<file path="config.mk">
export PLATFORM = sky130hd
export DESIGN_NAME = segmented_adler32_writer_top
export DESIGN_NICKNAME = d
export VERILOG_FILES = /design/src/design/sa32w_pkg.sv /design/src/design/sa32w_adler.sv /design/src/design/sa32w_core.sv /design/src/design/segmented_adler32_writer_top.sv
export SDC_FILE = /design/constraint.sdc
export NUM_CORES = 1
export LEC_CHECK = 0
export BUFFER_PORTS_ARGS = -buffer_cell sky130_fd_sc_hd__clkbuf_2
export CAP_MARGIN = 20
export CELL_PAD_IN_SITES_DETAIL_PLACEMENT = 0
export CELL_PAD_IN_SITES_GLOBAL_PLACEMENT = 1
export CORE_MARGIN = 2
export CORE_UTILIZATION = 47
export CTS_CLUSTER_SIZE = 16
export DETAILED_ROUTE_END_ITERATION = 10
export PLACE_DENSITY = 0.93
export SLEW_MARGIN = 30
export SYNTH_ARGS = -nofsm -noshare
export SYNTH_HDL_FRONTEND = slang
export SYNTH_SLANG_ARGS = --single-unit
</file>
<file path="constraint.sdc">
create_clock -name clk -period 9.5 [get_ports clk]
set_input_delay 1.9 -clock clk [delete_from_list [all_inputs] [get_ports clk]]
set_output_delay 1.9 -clock clk [all_outputs]
set_load 0.01 [all_outputs]
</file>
<file path="src/design/sa32w_pkg.sv">
package sa32w_pkg;

  // Adler-32 modulus and widths
  localparam int unsigned SUM_W       = 16;
  localparam logic [SUM_W:0] ADLER_MOD = 17'd65521;

  localparam int unsigned CFG_W       = 12;
  localparam int unsigned MB_SHIFT    = 20;
  localparam int unsigned OFFSET_W    = 33;
  localparam int unsigned SIZE_W      = 25;
  localparam int unsigned CHECKSUM_W  = 32;

  // Chunk size saturates here
  localparam logic [SIZE_W-1:0] MAX_CHUNK_BYTES = 25'd16777216;

  // Reset value of the size limit register
  localparam logic [CFG_W-1:0] MAX_MB_RESET = 12'd1;

  // Action codes
  localparam logic ACT_DATA     = 1'b0;
  localparam logic ACT_FINALIZE = 1'b1;

  // Report kinds
  localparam logic REPORT_CHUNK = 1'b0;
  localparam logic REPORT_CLOSE = 1'b1;

  typedef struct packed {
    logic       action;
    logic [7:0] data_byte;
    logic       chunk_last;
  } in_word_t;

  typedef struct packed {
    logic                  report_kind;
    logic [OFFSET_W-1:0]   chunk_offset;
    logic [SIZE_W-1:0]     chunk_size;
    logic                  file_opened;
    logic                  file_closed;
    logic [CHECKSUM_W-1:0] file_checksum;
  } out_word_t;

  // Handshake from the pipeline registers into the core
  typedef struct packed {
    logic item_valid;
    logic out_free;
  } pipe_req_t;

  // Handshake from the core back to the pipeline registers
  typedef struct packed {
    logic consume;
    logic res_valid;
  } pipe_rsp_t;

endpackage

</file>
<file path="src/design/sa32w_adler.sv">
module sa32w_adler (
  input  logic [sa32w_pkg::SUM_W-1:0] sum_low,
  input  logic [sa32w_pkg::SUM_W-1:0] sum_high,
  input  logic [7:0]                  data_byte,
  output logic [sa32w_pkg::SUM_W-1:0] sum_low_new,
  output logic [sa32w_pkg::SUM_W-1:0] sum_high_new
);
  import sa32w_pkg::*;

  logic [SUM_W:0] low_raw;
  logic [SUM_W:0] low_red;
  logic [SUM_W:0] high_raw;
  logic [SUM_W:0] high_red;

  // Low sum: add byte, one conditional subtract
  always_comb begin
    low_raw = {1'b0, sum_low} + {{(SUM_W-7){1'b0}}, data_byte};
    low_red = (low_raw >= ADLER_MOD) ? (low_raw - ADLER_MOD) : low_raw;
    sum_low_new = low_red[SUM_W-1:0];
  end

  // High sum: add the new low sum, one conditional subtract
  always_comb begin
    high_raw = {1'b0, sum_high} + {1'b0, sum_low_new};
    high_red = (high_raw >= ADLER_MOD) ? (high_raw - ADLER_MOD) : high_raw;
    sum_high_new = high_red[SUM_W-1:0];
  end

endmodule

</file>
<file path="src/design/sa32w_core.sv">
module sa32w_core (
  input  logic                       clk,
  input  logic                       rst_n,
  input  logic [sa32w_pkg::CFG_W-1:0] max_mb,
  input  sa32w_pkg::pipe_req_t       req,
  input  sa32w_pkg::in_word_t        item,
  output sa32w_pkg::pipe_rsp_t       rsp,
  output sa32w_pkg::out_word_t       result
);
  import sa32w_pkg::*;

  // File and chunk state
  logic                open_r,     open_nxt;
  logic                opened_r,   opened_nxt;
  logic [OFFSET_W-1:0] fbytes_r,   fbytes_nxt;
  logic [SIZE_W-1:0]   ccount_r,   ccount_nxt;
  logic [SUM_W-1:0]    slow_r,     slow_nxt;
  logic [SUM_W-1:0]    shigh_r,    shigh_nxt;

  logic [SUM_W-1:0]    base_low;
  logic [SUM_W-1:0]    base_high;
  logic [SUM_W-1:0]    new_low;
  logic [SUM_W-1:0]    new_high;
  logic [OFFSET_W-1:0] base_bytes;
  logic                opened_base;
  logic [SIZE_W-1:0]   cnt_inc;
  logic [OFFSET_W:0]   bytes_sum;
  logic [OFFSET_W-1:0] bytes_sat;
  logic [OFFSET_W-1:0] limit;
  logic                closing;
  logic                is_final;
  logic                res_valid;
  logic                consume;

  // A data word with no file open starts a fresh file
  assign base_low    = open_r ? slow_r   : {{(SUM_W-1){1'b0}}, 1'b1};
  assign base_high   = open_r ? shigh_r  : '0;
  assign base_bytes  = open_r ? fbytes_r : '0;
  assign opened_base = open_r ? opened_r : 1'b1;

  sa32w_adler u_adler (
    .sum_low      (base_low),
    .sum_high     (base_high),
    .data_byte    (item.data_byte),
    .sum_low_new  (new_low),
    .sum_high_new (new_high)
  );

  // Chunk count saturates, file size saturates at all ones
  always_comb begin
    cnt_inc   = (ccount_r < MAX_CHUNK_BYTES) ? (ccount_r + 1'b1) : ccount_r;
    bytes_sum = {1'b0, base_bytes} + {{(OFFSET_W+1-SIZE_W){1'b0}}, cnt_inc};
    bytes_sat = bytes_sum[OFFSET_W] ? '1 : bytes_sum[OFFSET_W-1:0];
    limit     = {{(OFFSET_W-CFG_W-MB_SHIFT){1'b0}}, max_mb, {MB_SHIFT{1'b0}}};
    closing   = bytes_sat > limit;
  end

  // Handshake: words with no report never wait on the output
  assign is_final  = (item.action == ACT_FINALIZE);
  assign res_valid = is_final ? open_r : item.chunk_last;
  assign consume   = req.item_valid && (!res_valid || req.out_free);

  assign rsp.consume   = consume;
  assign rsp.res_valid = res_valid;

  // Report word
  always_comb begin
    if (is_final) begin
      result.report_kind   = REPORT_CLOSE;
      result.chunk_offset  = '0;
      result.chunk_size    = '0;
      result.file_opened   = 1'b0;
      result.file_closed   = 1'b1;
      result.file_checksum = {shigh_r, slow_r};
    end else begin
      result.report_kind   = REPORT_CHUNK;
      result.chunk_offset  = base_bytes;
      result.chunk_size    = cnt_inc;
      result.file_opened   = opened_base;
      result.file_closed   = closing;
      result.file_checksum = {new_high, new_low};
    end
  end

  // State update
  always_comb begin
    open_nxt   = open_r;
    opened_nxt = opened_r;
    fbytes_nxt = fbytes_r;
    ccount_nxt = ccount_r;
    slow_nxt   = slow_r;
    shigh_nxt  = shigh_r;
    if (consume) begin
      if (is_final) begin
        if (open_r) begin
          open_nxt   = 1'b0;
          opened_nxt = 1'b0;
          fbytes_nxt = '0;
          ccount_nxt = '0;
        end
      end else begin
        open_nxt  = 1'b1;
        slow_nxt  = new_low;
        shigh_nxt = new_high;
        if (item.chunk_last) begin
          opened_nxt = 1'b0;
          ccount_nxt = '0;
          open_nxt   = !closing;
          fbytes_nxt = closing ? '0 : bytes_sat;
        end else begin
          opened_nxt = opened_base;
          ccount_nxt = cnt_inc;
          fbytes_nxt = base_bytes;
        end
      end
    end
  end

  always_ff @(posedge clk) begin
    if (!rst_n) begin
      open_r   <= 1'b0;
      opened_r <= 1'b0;
      fbytes_r <= '0;
      ccount_r <= '0;
      slow_r   <= {{(SUM_W-1){1'b0}}, 1'b1};
      shigh_r  <= '0;
    end else begin
      open_r   <= open_nxt;
      opened_r <= opened_nxt;
      fbytes_r <= fbytes_nxt;
      ccount_r <= ccount_nxt;
      slow_r   <= slow_nxt;
      shigh_r  <= shigh_nxt;
    end
  end

endmodule

</file>
<file path="src/design/segmented_adler32_writer_top.sv">
// Segmented Adler-32 writer.
// Input channel (in_valid / in_stall / in_data): one word per byte of a
// chunked stream, or a finalize word that closes the open file.
// Result channel (out_valid / out_stall / out_data): one report at each
// chunk end and at each finalize of an open file; other words give none.
// Configuration: cfg_wr_en writes cfg_wr_data into the file size limit in
// mebibytes; change it only while no words are in flight.
// Path: an accepted word is held in the input register, is processed into
// the output register, and its report is shown with out_valid from then on.
// Throughput: one word per cycle while no reporting word waits on a stalled
// report; the checksum update and the file size add and compare both finish
// between the input and output registers.
// Stall: while out_stall holds a report, the next reporting word waits in
// the input register and in_stall rises; words that give no report still
// pass. Reset (rst_n low, synchronous) empties both registers, closes any
// file and sets the limit to one mebibyte.
module segmented_adler32_writer_top (
  input  logic                         clk,
  input  logic                         rst_n,
  input  logic                         in_valid,
  output logic                         in_stall,
  input  sa32w_pkg::in_word_t          in_data,
  output logic                         out_valid,
  input  logic                         out_stall,
  output sa32w_pkg::out_word_t         out_data,
  input  logic                         cfg_wr_en,
  input  logic [sa32w_pkg::CFG_W-1:0]  cfg_wr_data
);
  import sa32w_pkg::*;

  logic [CFG_W-1:0] max_mb_r;
  logic             in_valid_r, in_valid_nxt;
  in_word_t         in_word_r;
  logic             out_valid_r, out_valid_nxt;
  out_word_t        out_word_r;
  pipe_req_t        req;
  pipe_rsp_t        rsp;
  out_word_t        result;
  logic             in_load;
  logic             out_load;

  // Size limit register
  always_ff @(posedge clk) begin
    if (!rst_n) begin
      max_mb_r <= MAX_MB_RESET;
    end else if (cfg_wr_en) begin
      max_mb_r <= cfg_wr_data;
    end
  end

  assign req.item_valid = in_valid_r;
  assign req.out_free   = !out_valid_r || !out_stall;

  sa32w_core u_core (
    .clk    (clk),
    .rst_n  (rst_n),
    .max_mb (max_mb_r),
    .req    (req),
    .item   (in_word_r),
    .rsp    (rsp),
    .result (result)
  );

  // Input register
  assign in_stall     = in_valid_r && !rsp.consume;
  assign in_load      = in_valid && !in_stall;
  assign in_valid_nxt = in_load ? 1'b1 : (rsp.consume ? 1'b0 : in_valid_r);

  always_ff @(posedge clk) begin
    if (!rst_n) begin
      in_valid_r <= 1'b0;
    end else begin
      in_valid_r <= in_valid_nxt;
    end
  end

  always_ff @(posedge clk) begin
    if (in_load) begin
      in_word_r <= in_data;
    end
  end

  // Output register
  assign out_load      = rsp.consume && rsp.res_valid;
  assign out_valid_nxt = out_load ? 1'b1 : (out_stall ? out_valid_r : 1'b0);

  always_ff @(posedge clk) begin
    if (!rst_n) begin
      out_valid_r <= 1'b0;
    end else begin
      out_valid_r <= out_valid_nxt;
    end
  end

  always_ff @(posedge clk) begin
    if (out_load) begin
      out_word_r <= result;
    end
  end

  assign out_valid = out_valid_r;
  assign out_data  = out_word_r;

endmodule

</file>
# Word-level counts from Yosys, hierarchy flattened
# Index checks and enable logic that the tools add are counted.
word_totals:
  register_bits: 209
  input_bits: 27
classes:
  addsub: 6
  n_lt_le_gt_ge: 4
  n_eq_ne: 2
  n_mux: 26
  bitwise: 1
  n_reduce_logical: 15
op_table:
  columns: ["op", "count"]
  rows:
  - ["33-bit 2-to-1 mux", 6]
  - ["25-bit 2-to-1 mux", 4]
  - ["93-bit 2-to-1 mux", 1]
  - ["16-bit 2-to-1 mux", 4]
  - ["33-bit by 25-bit adder with 34-bit output", 1]
  - ["17-bit by 16-bit greater-or-equal comparator with 1-bit output, second input constant", 2]
  - ["33-bit by 32-bit > comparator with 1-bit output", 1]
  - ["16-bit subtractor, second input constant", 2]
  - ["25-bit by 1-bit adder with 25-bit output, second input constant", 1]
  - ["25-bit < comparator, second input constant", 1]
  - ["16-bit by 16-bit adder with 17-bit output", 1]
  - ["16-bit by 8-bit adder with 17-bit output", 1]
  - ["1-bit 2-to-1 mux", 11]
  - ["1-bit zero test", 6]
  - ["1-bit logical AND", 4]
  - ["2-bit by 1-bit != test with 1-bit output, second input constant", 2]
  - ["2-bit AND reduction", 2]
  - ["1-bit logical OR", 2]
  - ["2-bit nonzero test", 1]
  - ["1-bit NOT", 1]

# Logic depth before layout (Yosys ltp)
# Gate-level depths: netlist of the first run.
logic_depth:
  word_depth: 9
  depth_mapped: 29

# Cells and area by module
# From an unflattened synthesis of the first run, not the netlist that was laid out.
hier_totals:
  cells_unflattened: 1435
  area_unflattened_um2: 13315.3
by_module_without_submodules:
  columns: ["module", "n_inst", "cells_each", "area_each_um2"]
  rows:
  - ["sa32w_core", 1, 915, 7141.8]
  - ["segmented_adler32_writer_top", 1, 150, 3619.7]
  - ["sa32w_adler", 1, 370, 2553.7]

# Worst setup path after synthesis of the first run
# Ideal clock, no wire load.
synth_path:
  kind: "input to register"
  startpoint: "input port out_stall"
  endpoint: "register out_word_r (netlist bit out_data[0]), enable pin"
  setup_ps: 549
  t_arrival_ps: 6463
  slack_ps: 2488
  cell_stages: 5
  n_path_buf: 1
  cell_sequence: "nand2_1 a21boi_0 o21ai_1 clkbuf_1 nor2_1"
synth_via:
  elab_chain_cells: 5
synth_rtl:
  columns: ["item", "line_no", "source"]
  rows:
  - ["start: declaration", "segmented_adler32_writer_top.sv:24", "input logic out_stall,"]
  - ["1-bit zero test", "segmented_adler32_writer_top.sv:52", "assign req.out_free = !out_valid_r || !out_stall;"]
  - ["1-bit logical OR", "segmented_adler32_writer_top.sv:52", null]
  - ["1-bit logical OR", "sa32w_core.sv:61", "assign consume = req.item_valid && (!res_valid || req.out_free);"]
  - ["1-bit logical AND", "sa32w_core.sv:61", null]
  - ["1-bit logical AND", "segmented_adler32_writer_top.sv:84", "assign out_load = rsp.consume && rsp.res_valid;"]
  - ["net out_load", "segmented_adler32_writer_top.sv:40", "logic out_load;"]
  - ["end signal: assignment", "segmented_adler32_writer_top.sv:97", "out_word_r <= result;"]
  - ["end: declaration", "segmented_adler32_writer_top.sv:35", "out_word_t out_word_r;"]
# The timed path passes the listed nets, and every way through them passes these cells.
# A chain may end at the register's enable or synchronous reset.

# Worst setup path after layout of the first run
layout_path:
  startpoint: "register u_core.ccount_r[0]"
  endpoint: "register out_word_r (netlist bit out_data[32]) (data pin)"
layout_via:
  elab_chain_cells: 5
  word_cells_on_any_way: 6
layout_rtl:
  columns: ["item", "line_no", "source"]
  rows:
  - ["start: declaration", "sa32w_core.sv:16", "logic [SIZE_W-1:0] ccount_r, ccount_nxt;"]
  - ["start signal: assignment", "sa32w_core.sv:131", "ccount_r <= ccount_nxt;"]
  - ["25-bit by 1-bit adder with 25-bit output / 25-bit < comparator (equally long branches)", "sa32w_core.sv:51", "cnt_inc = (ccount_r < MAX_CHUNK_BYTES) ? (ccount_r + 1'b1) : ccount_r;"]
  - ["25-bit 2-to-1 mux (*)", "sa32w_core.sv:51", null]
  - ["net u_core.cnt_inc[14]", "sa32w_core.sv:26", "logic [SIZE_W-1:0] cnt_inc;"]
  - ["33-bit by 25-bit adder with 34-bit output (*)", "sa32w_core.sv:52", "bytes_sum = {1'b0, base_bytes} + {{(OFFSET_W+1-SIZE_W){1'b0}}, cnt_inc};"]
  - ["33-bit 2-to-1 mux (*)", "sa32w_core.sv:53", "bytes_sat = bytes_sum[OFFSET_W] ? '1 : bytes_sum[OFFSET_W-1:0];"]
  - ["33-bit by 32-bit > comparator with 1-bit output (*)", "sa32w_core.sv:55", "closing = bytes_sat > limit;"]
# The timed path passes the listed nets; every way through them passes the cells marked *.

==> out/results.ini, run 1 <==
[grt]
antenna_found_initial = 1
grtUsageTotal_pct = 24.3
grt_start_max_net_pins = 74
grt_pass1_vias = 10600
grt_overflow = 0
grt_pass1_wl_mm = 56.8

[layout]
area_delta_synth_final_pct = 13.6
nNetsFinal = 1612
drive_gt1_share_pct = 13.7
design_area_mm2 = 0.0149
nFillCells = 2574

[cts]
cts_tree = yes
clk_latency_ps = 540
cts_made_buffers = 25
cts-root-buf = clkbuf_16
ctsResizeCount = 0
cts_sinks = 209
postCtsSetupBuffers = 0
clk_pin_slew_worst_paths_ps = 60
hold_buffers = 0
htree_levels = 1
clock_path_buffers = 3

[sta]
finalClockSkew_ps = 9.18
rsz0062_at_grt = no
setup_tns_ps = 0
drv_slew = 0
fin_crit_sh_pct = 82.0
tightest_slew_ps = 942
setup_viol = 0
timing.fmax_mhz = 128
min_period_ps = 7790
slew_headroom_pct = 37.0
hold_violations = 0

[synthesis]
postSynthCellCount = 1438
ys_warn_count = 0
ys_seq_elements = 209
synth_nets = 1534
synthesis.area_mm2 = 0.0131
synthArstFlopShare_pct = 0
synthFlopType = dfxtp_1
syn_area_per_cell_um2 = 9.12
synth_top_area_cell = edfxtp_1
ys_seq_area_share_pct = 39.7
synth.distinct_cells = 79
synth-edff-count = 103
synth_top_area_share_pct = 23.6
synth_area_leaders = edfxtp_1, dfxtp_1, ha_1

[min_path]
hp-class = reg2reg

[route]
routedWlPerCell_um = 18.9
via_per_inst = 5.95
ant_nets = 0
drc_errors = 0
drt-pass1-iter-count = 5
drt_wl_total_mm = 36.2
first_iter_violations = 1001
num_vias = 11400

[placement]
portBuffers = 121
gp_congestion = 0.912
dp_hpwl_mm = 25.6
place_area_mm2 = 0.0140

[power]
peakVddDrop_mv = 0.137
combPwrFrac_pct = 9.4
pwr-share-seq_pct = 44.5
clkPwrFrac_pct = 46.1
p_sw_w = 0.000555
p_int_w = 0.00167
power.density_mw_per_mm2 = 149
p_sw_share_pct = 25.0
cellLeakagePower_nw = 6.21

[die]
start_util_pct = 47.5
die_w_um = 171
core_mm2 = 0.0276
ios = 122
die_area_mm2 = 0.0293
die_y_um = 171
fp-row-count = 61

[status]
status = finished, final reports clean

[critical_path]
endpoint_kind = flip-flop
start_kind = flip-flop
worst-setup-path-type = reg2reg
cp.arrival_ps = 8050
required_ps = 9770
path_max_fanout = 30

[run]
cap_violations = 0

-- cells by family after synthesis --
| kind of cell | count (synthesis) | share of synthesized area [%] |
|---|---|---|
| AO/OA/AOI/OAI | 371 | 20.1 |
| XOR/XNOR | 79 | 5.27 |
| adder cells (fa/ha/maj) | 69 | 6.75 |
| buffers and inverters | 129 | 3.77 |
| flip-flops | 209 | 39.7 |
| multiplexers | 34 | 2.72 |
| AND/OR/NAND/NOR | 547 | 21.7 |
-- power groups by stage --
stage	sequential (W)	combinational (W)	clock, W
6_report	0.000990	0.000209	0.00102
5_1_grt	0.000994	0.000230	0.00107
4_1_cts	0.000991	0.000206	0.00104
3_5_place_dp	0.00101	0.000205	0
3_3_place_gp	0.00101	0.000201	0
2_1_floorplan	0.00101	0.000132	0
-- area by class of cell --
class	instances	area, µm²	share of cell area (%)
Antenna cell	1	2.50	0.0168
Clock buffer	31	689	4.62
Clock inverter	15	193	1.29
Inverter	49	184	1.23
Multi-Input combinational cell	1100	7440	49.9
Sequential cell	209	5220	35.0
Tap cell	378	473	3.17
Timing Repair Buffer	131	704	4.73
-- synthesized netlist by cell type (all sizes together), types with 10 or more instances --
master / instances
a211oi: 10
a21o: 38
a21oi: 85
a22oi: 14
a31oi: 18
a32o: 27
and2: 79
and3: 50
buf: 19
clkbuf: 61
dfxtp: 106
edfxtp: 103
ha: 66
inv: 49
mux2: 13
mux2i: 21
nand2: 98
nand2b: 13
nand3: 53
nand4: 14
nor2: 131
nor2b: 18
nor3: 31
o211ai: 18
o21a: 15
o21ai: 54
o31ai: 13
or3: 13
xnor2: 41
xor2: 38
-- layer usage --
| metal | up-vias | global-route usage [%] | share of wire [%] |
|---|---|---|---|
| li1 | 5504 | - | - |
| met1 | 5433 | 35.0 | 46 |
| met2 | 398 | 38.3 | 44 |
| met3 | 61 | 2.82 | 6.5 |
| met4 | 0 | 7.18 | 3.0 |
| met5 | - | 0 | 0 |
-- critical path, stage by stage (launching register included) --
cell and delay (ps):
dfxtp_1 410, ha_1 190, and3_1 160, nand3_1 110, nor2_1 340, nand2_1 250, nor3_1 230, xor2_1 330
ha_1 350, nand4_1 250, or4_1 550, a21o_1 200, nand3_1 190, a31oi_1 220, nor4bb_1 360, xor2_1 120
a21o_1 210, ha_1 300, nand3_1 130, or4_1 670, nor4_1 340, nand4b_1 130, nor4b_1 480, a41oi_1 260
nor2_2 230, buf_4 380, nand2_1 110
-- metrics by stage --
step / util (%) / worst slack (ps) / power, W / hold slack (ps) / cells
after floorplan: - / 2490 / 0.00115 / 445 / 1438
after global placement: 50.6 / 1800 / 0.00121 / 457 / 1866
after detailed placement: 50.6 / 1890 / 0.00121 / 476 / 1866
after CTS: 53.8 / 1840 / 0.00224 / 491 / 1912
after global routing: 53.9 / 961 / 0.00230 / 501 / 1913
final: 54.0 / 1710 / 0.00222 / 491 / 1914
-- layout by cell type (no fill, tap or decap), types with 8 or more instances in the layout --
cell type	count
a211o_1	8
a211oi_1	8
a21o_1	38
a21oi_1	85
a22oi_1	14
a311oi_1	8
a31oi_1	18
a32o_1	26
and2_1	78
and3_1	49
buf_4	8
clkbuf_16	26
clkbuf_2	121
dfxtp_1	105
edfxtp_1	103
ha_1	66
inv_1	47
mux2_2	13
mux2i_1	21
nand2_1	98
nand2b_1	13
nand3_1	52
nand4_1	14
nor2_1	129
nor2b_1	18
nor3_1	31
nor4_1	9
o211ai_1	17
o21a_1	15
o21ai_0	46
o31ai_1	13
or3_1	13
xnor2_1	41
xor2_1	38
-- path summary, 6_finish.rpt --
| kind | slack (ps) | start | cells after the start | end |
|---|---|---|---|---|
| max | 1710 | u_core.ccount_r[0] | 26 | out_data[32] |
| min | 490 | u_core.fbytes_r[24] | 1 | u_core.fbytes_r[24] |
| min reg2reg | 490 | u_core.fbytes_r[24] | 1 | u_core.fbytes_r[24] |
| max reg2reg | 1710 | u_core.ccount_r[0] | 26 | out_data[32] |
-- sequential cells by signal (all words and copies together) (netlist names) --
| register | cells |
|---|---|
| out_data | 93 |
| u_core.fbytes_r | 33 |
| out_valid | 1 |
| u_core.shigh_r | 16 |
| u_core.opened_r | 1 |
| u_core.open_r | 1 |
| in_valid_r | 1 |
| max_mb_r | 12 |
| in_word_r | 10 |
| u_core.ccount_r | 25 |
| u_core.slow_r | 16 |
No activity file was read; power rests on OpenSTA's default activity.
==> inputs of run 2 (changes only) <==
--- a/config.mk
+++ b/config.mk
@@ -5,15 +5,16 @@
 export SDC_FILE = /design/constraint.sdc
 export NUM_CORES = 1
 export LEC_CHECK = 0
+export ABC_AREA = 1
 export BUFFER_PORTS_ARGS = -buffer_cell sky130_fd_sc_hd__clkbuf_2
 export CAP_MARGIN = 20
 export CELL_PAD_IN_SITES_DETAIL_PLACEMENT = 0
 export CELL_PAD_IN_SITES_GLOBAL_PLACEMENT = 1
 export CORE_MARGIN = 2
-export CORE_UTILIZATION = 47
+export CORE_UTILIZATION = 40
 export CTS_CLUSTER_SIZE = 16
 export DETAILED_ROUTE_END_ITERATION = 10
-export PLACE_DENSITY = 0.93
+export PLACE_DENSITY = 0.89
 export SLEW_MARGIN = 30
 export SYNTH_ARGS = -nofsm -noshare
 export SYNTH_HDL_FRONTEND = slang
==> constraint.sdc (replaced) <==
create_clock -name clk -period 6.5 [get_ports clk]
set_input_delay 1.3 -clock clk [delete_from_list [all_inputs] [get_ports clk]]
set_output_delay 1.3 -clock clk [all_outputs]
set_load 0.01 [all_outputs]
==> out/results.ini, run 2 <==
[status]
status = finished, final reports clean

[die]
fp-row-count = 67  ; +9.8%
start_util_pct = 40.8  ; -6.7 points
die_area_mm2 = 0.0358  ; +22%
ios = 122  ; unchanged
core_mm2 = 0.0337  ; +22%
die_w_um = 189  ; +11%
die_y_um = 189  ; +11%

[layout]
insertedDiodeCount = 0  ; -1
largest_reg_flops = 93  ; unchanged
final_common_cell = nand2_1
nNetsFinal = 2175  ; +35%
layout_common_cells = nand2_1, inv_1, a21oi_1
area_delta_synth_final_pct = 14.7
drive_gt1_share_pct = 11.1  ; -2.6 points
utilization_pct = 46.7  ; -7.2 points

[synthesis]
postSynthCellCount = 1976  ; +37%
ys_seq_area_share_pct = 38.0  ; -1.8 points
synth-edff-count = 103  ; unchanged
syn_area_per_cell_um2 = 6.95  ; -24%
synthTopCellsByCount = nand2_1, inv_1, a21oi_1, nor2_1, nand3_1
ys_warn_count = 0  ; unchanged
synthMostInstantiatedCell = nand2_1
synthFlopType = dfxtp_1
synthArstFlopShare_pct = 0  ; unchanged
synth_top_area_cell = edfxtp_1
synth_area_leaders = edfxtp_1, nand2_1, dfxtp_1
synth_nets = 2072  ; +35%
ys_seq_elements = 209  ; unchanged
synth.distinct_cells = 49  ; -38%
synth_top_area_share_pct = 22.5  ; -1.1 points
synthesis.area_mm2 = 0.0137  ; +4.7%

[cts]
hold_buffers = 0  ; unchanged
htree_levels = 1  ; unchanged
cts-root-buf = clkbuf_16
clock_path_buffers = 3  ; unchanged
clk_pin_slew_worst_paths_ps = 60  ; about the same
cts_tree = yes
clk_latency_ps = 540  ; about the same
cts_made_buffers = 25  ; unchanged
cts_sinks = 209  ; unchanged

[critical_path]
path_max_fanout = 17  ; -43%
reg2reg_from = u_core.ccount_r[24]
r2r_end = u_core.fbytes_r[6]
endpoint_kind = flip-flop
path_delay_family = simple AND/OR/NAND/NOR gates
cp.arrival_ps = 6460  ; -1590 ps
rr_worst_depth = 40  ; +54%
required_ps = 6950  ; -2820 ps
path_buf_inv = 6  ; +5
start_kind = flip-flop
worst-setup-path-type = reg2reg
cpPeakStageDelay_ps = 400  ; -270 ps
cp_slowest_cell = ha_1
r2r_slack_ps = 490  ; -1220 ps

[grt]
grtUsageTotal_pct = 22.6  ; -1.6 points
grt_pass1_wl_mm = 65.3  ; +15%
grt_busiest_layer = met2
antenna_found_initial = 0  ; -1
gr-usage-met1_pct = 29.8  ; -5.2 points
grt_pass1_vias = 12100  ; +15%
grt_start_max_net_pins = 75  ; +1.4%
use_met2_pct = 38.5  ; +0.17 points
groute.layer.met3.usage_pct = 3.39  ; +0.57 points
grt_overflow = 0  ; unchanged

[route]
drt-pass1-iter-count = 5  ; unchanged
routedWlPerCell_um = 16.1  ; -15%
drc_errors = 0  ; unchanged
num_vias = 12900  ; +14%
drt_wl_total_mm = 40.9  ; +13%
via_per_inst = 5.09  ; -15%
first_iter_violations = 972  ; -2.9%
ant_nets = 0  ; unchanged

[sta]
hold-worst-slack_ps = 462  ; -28.8 ps
slew_headroom_pct = 37.7  ; +0.64 points
finalClockSkew_ps = 19.3  ; +10.1 ps
hold_violations = 0  ; unchanged
timing.fmax_mhz = 166  ; +30%
tightest_slew_ps = 934  ; -8.11 ps
drv_slew = 0  ; unchanged
fin_ws_ps = 491  ; -1220 ps
setup_viol = 0  ; unchanged
fin_crit_sh_pct = 92.5  ; +10 points
min_period_ps = 6010  ; -1780 ps

[placement]
place_ws_ps = -17.0  ; -1910 ps
portBuffers = 121  ; unchanged
dp_hpwl_mm = 30.2  ; +18%
gp_congestion = 0.946  ; +3.8%

[power]
peakVddDrop_mv = 0.192  ; +41%
power.density_mw_per_mm2 = 208  ; +40%
cellLeakagePower_nw = 7.57  ; +22%
finalPower_w = 0.00328  ; +48%

[run]
cap_violations = 0  ; unchanged

[min_path]
whs_path_depth = 2  ; +1
min_from = u_core.fbytes_r[32]
hold_end = u_core.fbytes_r[32]
hp-class = reg2reg

==> run 2: cell types whose count changed after synthesis, moves of 22 or more <==
cell	change
and3_1	-50
a21oi_1	+94
inv_1	+238
and2_1	-78
nand4_1	+22
a32o_1	-26
nand3_1	+88
xnor2_1	-26
nor2_1	+28
nand2_1	+491
a21o_1	-34
==> run 2: repair_timing <==
| action | CTS | global route |
|---|---|---|
| buffers inserted | 0 | 1 |
| endpoints found under the setup margin | 1 | 34 |
| hold endpoints to repair | 0 | 0 |
| resized for setup | 1 | 11 |
| pin swaps | 0 | 1 |
==> run 2: report_power, final <==
| part | switching (W) | leakage, nW | internal, W |
|---|---|---|---|
| Combinational | 0.000229 | 5.35 | 0.000106 |
| Sequential | 0.0000231 | 1.80 | 0.00143 |
| Clock | 0.000581 | 0.421 | 0.000918 |
==> run 2: metal layers <==
metal | up-vias | part of all wire [%]
met2 | 385 | 47
met1 | 5912 | 45
met3 | 63 | 5.1
li1 | 6589 | -
met4 | 0 | 2.9
met5 | - | 0
==> run 2: kinds of logic (layout without fill, tap and decap cells) <==
| family | Yosys count | count (layout) | share of synthesized area (%) |
|---|---|---|---|
| adder cells (fa/ha/maj) | 69 | 69 | 6.45 |
| flip-flops | 209 | 209 | 38.0 |
| AO/OA/AOI/OAI | 283 | 283 | 10.9 |
| AND/OR/NAND/NOR | 985 | 985 | 30.2 |
| buffers and inverters | 363 | 485 | 10.1 |
| XOR/XNOR | 67 | 67 | 4.38 |
==> run 2: metrics by stage <==
step | cell area (µm²) | setup TNS [ps] | cells
after floorplan | 13700 | 0 | 1976
after global placement | 14800 | 0 | 2499
after detailed placement | 14800 | -17.0 | 2499
after CTS | 15700 | 0 | 2545
after global routing | 15800 | -1370 | 2546
final | 15800 | 0 | 2546
==> run 2: worst max path at each step <==
stage	from	endpoint	slack, ps	cells after the start
after detailed placement	u_core.ccount_r[24]	u_core.open_r	-20	37
after global placement	u_core.ccount_r[1]	u_core.open_r	130	34
after CTS	u_core.ccount_r[24]	u_core.open_r	150	34
after global routing	u_core.ccount_r[24]	u_core.fbytes_r[5]	-80	39
after floorplan	u_core.open_r	out_data[28]	420	39
final	u_core.ccount_r[24]	u_core.fbytes_r[6]	490	40
==> run 2: final cells by class <==
class / instances / area (µm²)
sequential: 209 / 5220
tap: 448 / 561
clock inverter: 14 / 203
clock buffer: 32 / 662
timing repair buffer: 149 / 828
inverter: 290 / 1090
fill: 3471 / 17900
multi-input combinational: 1404 / 7190
==> run 2: worst min-delay path, stage by stage, from the launching register on <==
cell	delay [ps]
dfxtp_1	310
nand3_1	80
inv_1	40
==> inputs of run 3 (changes only) <==
--- a/config.mk
+++ b/config.mk
@@ -6,15 +6,15 @@
 export NUM_CORES = 1
 export LEC_CHECK = 0
 export ABC_AREA = 1
-export BUFFER_PORTS_ARGS = -buffer_cell sky130_fd_sc_hd__clkbuf_2
 export CAP_MARGIN = 20
 export CELL_PAD_IN_SITES_DETAIL_PLACEMENT = 0
 export CELL_PAD_IN_SITES_GLOBAL_PLACEMENT = 1
 export CORE_MARGIN = 2
-export CORE_UTILIZATION = 40
+export CORE_UTILIZATION = 42
 export CTS_CLUSTER_SIZE = 16
 export DETAILED_ROUTE_END_ITERATION = 10
-export PLACE_DENSITY = 0.89
+export DONT_BUFFER_PORTS = 1
+export PLACE_DENSITY = 0.87
 export SLEW_MARGIN = 30
 export SYNTH_ARGS = -nofsm -noshare
 export SYNTH_HDL_FRONTEND = slang
==> out/results.ini, run 3 (synthesis gave the netlist of run 2 again) <==
[status]
status = finished, final reports clean

[power]
pwr-share-seq_pct = 46.0  ; +1.8 points
p_int_w = 0.00238  ; -3.0%
peakVddDrop_mv = 0.178  ; -7.3%
cellLeakagePower_nw = 7.07  ; -6.5%
power.density_mw_per_mm2 = 209  ; +0.14%
combPwrFrac_pct = 9.5  ; -0.7 points
p_sw_w = 0.000797  ; -4.2%
clkPwrFrac_pct = 44.5  ; -1.1 points
p_sw_share_pct = 25.1  ; -0.24 points

[placement]
gp_congestion = 0.903  ; -4.5%
portBuffers = 0  ; -100%
place_ws_ps = 345  ; +362 ps
place_area_mm2 = 0.0142  ; -4.2%
dp_hpwl_mm = 28.8  ; -4.7%
placedCellCount = 2370  ; -5.2%

[critical_path]
crit_start = u_core.ccount_r[24]
worst-setup-path-type = reg2reg
r2r_slack_ps = 640  ; +150 ps
cp_slowest_cell = ha_2
start_kind = flip-flop
path_buf_inv = 6  ; unchanged
reg2reg_from = u_core.ccount_r[24]
required_ps = 6930  ; -20 ps
path_max_fanout = 12  ; -5
cpMostUsedCell = nor2_1
r2r_end = u_core.fbytes_r[10]
cp.arrival_ps = 6300  ; -160 ps
path_delay_family = simple AND/OR/NAND/NOR gates
crit_end = u_core.fbytes_r[10]
endpoint_kind = flip-flop
rr_worst_depth = 40  ; unchanged
path_depth = 40  ; unchanged
cpPeakStageDelay_ps = 420  ; +20 ps

[sta]
slew_headroom_pct = 41.6  ; +4.0 points
fin_crit_sh_pct = 90.2  ; -2.3 points
min_period_ps = 5860  ; -147 ps
drv_slew = 0  ; unchanged
setup_tns_ps = 0  ; unchanged
tightest_slew_ps = 875  ; -58.6 ps
finalClockSkew_ps = 21.6  ; +2.26 ps
fin_ws_ps = 637  ; +147 ps
setup_viol = 0  ; unchanged
rsz0062_at_grt = no
hold_violations = 0  ; unchanged
timing.fmax_mhz = 171  ; +2.5%

[layout]
multi_input_area_mm2 = 0.00721  ; +0.19%
largest_reg_flops = 93  ; unchanged
seqCellArea_mm2 = 0.00522  ; unchanged
insertedDiodeCount = 0  ; unchanged
utilization_pct = 47.0  ; +0.24 points
nFillCells = 3347  ; -3.6%
design_area_mm2 = 0.0152  ; -3.5%
nNetsFinal = 2060  ; -5.3%
final_cells = 2424  ; -4.8%
final_common_cell = nand2_1
drive_gt1_share_pct = 5.85  ; -5.3 points
area_delta_synth_final_pct = 10.7
layout_common_cells = nand2_1, inv_1, a21oi_1

[route]
drt_wl_total_mm = 39.5  ; -3.5%
num_vias = 12500  ; -3.7%
drc_errors = 0  ; unchanged
drt-pass1-iter-count = 6  ; +1
via_per_inst = 5.14  ; +1.1%
routedWlPerCell_um = 16.3  ; +1.4%
first_iter_violations = 1003  ; +3.2%
ant_nets = 0  ; unchanged

[cts]
hold_buffers = 0  ; unchanged
cts-root-buf = clkbuf_16
clock_path_buffers = 3  ; unchanged
clk_pin_slew_worst_paths_ps = 60  ; about the same
htree_levels = 1  ; unchanged
cts_made_buffers = 24  ; -4.0%
clk_latency_ps = 530  ; about the same
cts_sinks = 209  ; unchanged
cts_tree = yes

[grt]
antenna_found_initial = 0  ; unchanged
grt_overflow = 0  ; unchanged
grt_pass1_vias = 11500  ; -5.7%
grt_start_max_net_pins = 68  ; -9.3%
grtUsageTotal_pct = 23.1  ; +0.44 points
grt_pass1_wl_mm = 62.6  ; -4.1%

[die]
die_y_um = 185  ; -2.4%
ios = 122  ; unchanged
die_w_um = 185  ; -2.4%
core_mm2 = 0.0324  ; -3.9%
start_util_pct = 42.4  ; +1.7 points
fp-row-count = 66  ; -1.5%
die_area_mm2 = 0.0342  ; -4.7%

[min_path]
hp-class = reg2reg
whs_path_depth = 2  ; unchanged

[run]
cap_violations = 0  ; unchanged

run 3: worst reg2reg max path, delay by kind of cell, from the launching register on:
kind                       cells  cell delay (ps)
xor gates and xnor gates       2              350
and+or+nand+nor               29             3410
adders and majority gates      2              720
AOI/OAI and AO/OA              1              140
buffers and inverters          6              800
DFF                            1              370
run 3: power groups by stage:
stage / clock, W / sequential (W) / combinational [W]
3_3_place_gp: 0 / 0.00149 / 0.000291
5_1_grt: 0.00150 / 0.00147 / 0.000341
2_1_floorplan: 0 / 0.00148 / 0.000220
3_5_place_dp: 0 / 0.00149 / 0.000296
6_report: 0.00141 / 0.00146 / 0.000301
4_1_cts: 0.00145 / 0.00146 / 0.000297
run 3: stage by stage:
| stage | hold WS [ps] | power [W] |
|---|---|---|
| after floorplan | 424 | 0.00170 |
| after global placement | 442 | 0.00178 |
| after detailed placement | 448 | 0.00179 |
| after CTS | 457 | 0.00321 |
| after global routing | 469 | 0.00330 |
| final | 457 | 0.00318 |
run 3: worst min-delay path by stage:
stage	startpoint	to	slack, ps
2_1_floorplan	in_word_r[9]	out_data[92]	420
3_3_place_gp	u_core.fbytes_r[32]	u_core.fbytes_r[32]	440
3_5_place_dp	u_core.fbytes_r[32]	u_core.fbytes_r[32]	450
4_1_cts	u_core.fbytes_r[32]	u_core.fbytes_r[32]	460
5_1_grt	u_core.fbytes_r[32]	u_core.fbytes_r[32]	470
6_report	u_core.fbytes_r[32]	u_core.fbytes_r[32]	460
run 3: cell type report:
class                           instances  area share, %
Clock buffer                           29           4.21
Clock inverter                         15           1.16
Inverter                              290           7.18
Multi-Input combinational cell       1404           47.4
Sequential cell                       209           34.3
Tap cell                              442           3.64
Timing Repair Buffer                   35           2.13
run 3: routing by layer:
layer / part of all wire, % / up-vias / global-route usage (%)
met5: 0 / - / 0
met4: 2.6 / 0 / 5.97
met3: 4.6 / 54 / 2.48
met2: 47 / 336 / 39.3
met1: 46 / 5730 / 31.2
li1: - / 6344 / -
run 3: timing repair:
item / 4_1_cts / 5_1_grt
hold endpoints to repair: 0 / 0
resized for setup: 0 / 14
setup endpoints to repair: 0 / 61
buffers inserted: 0 / 10
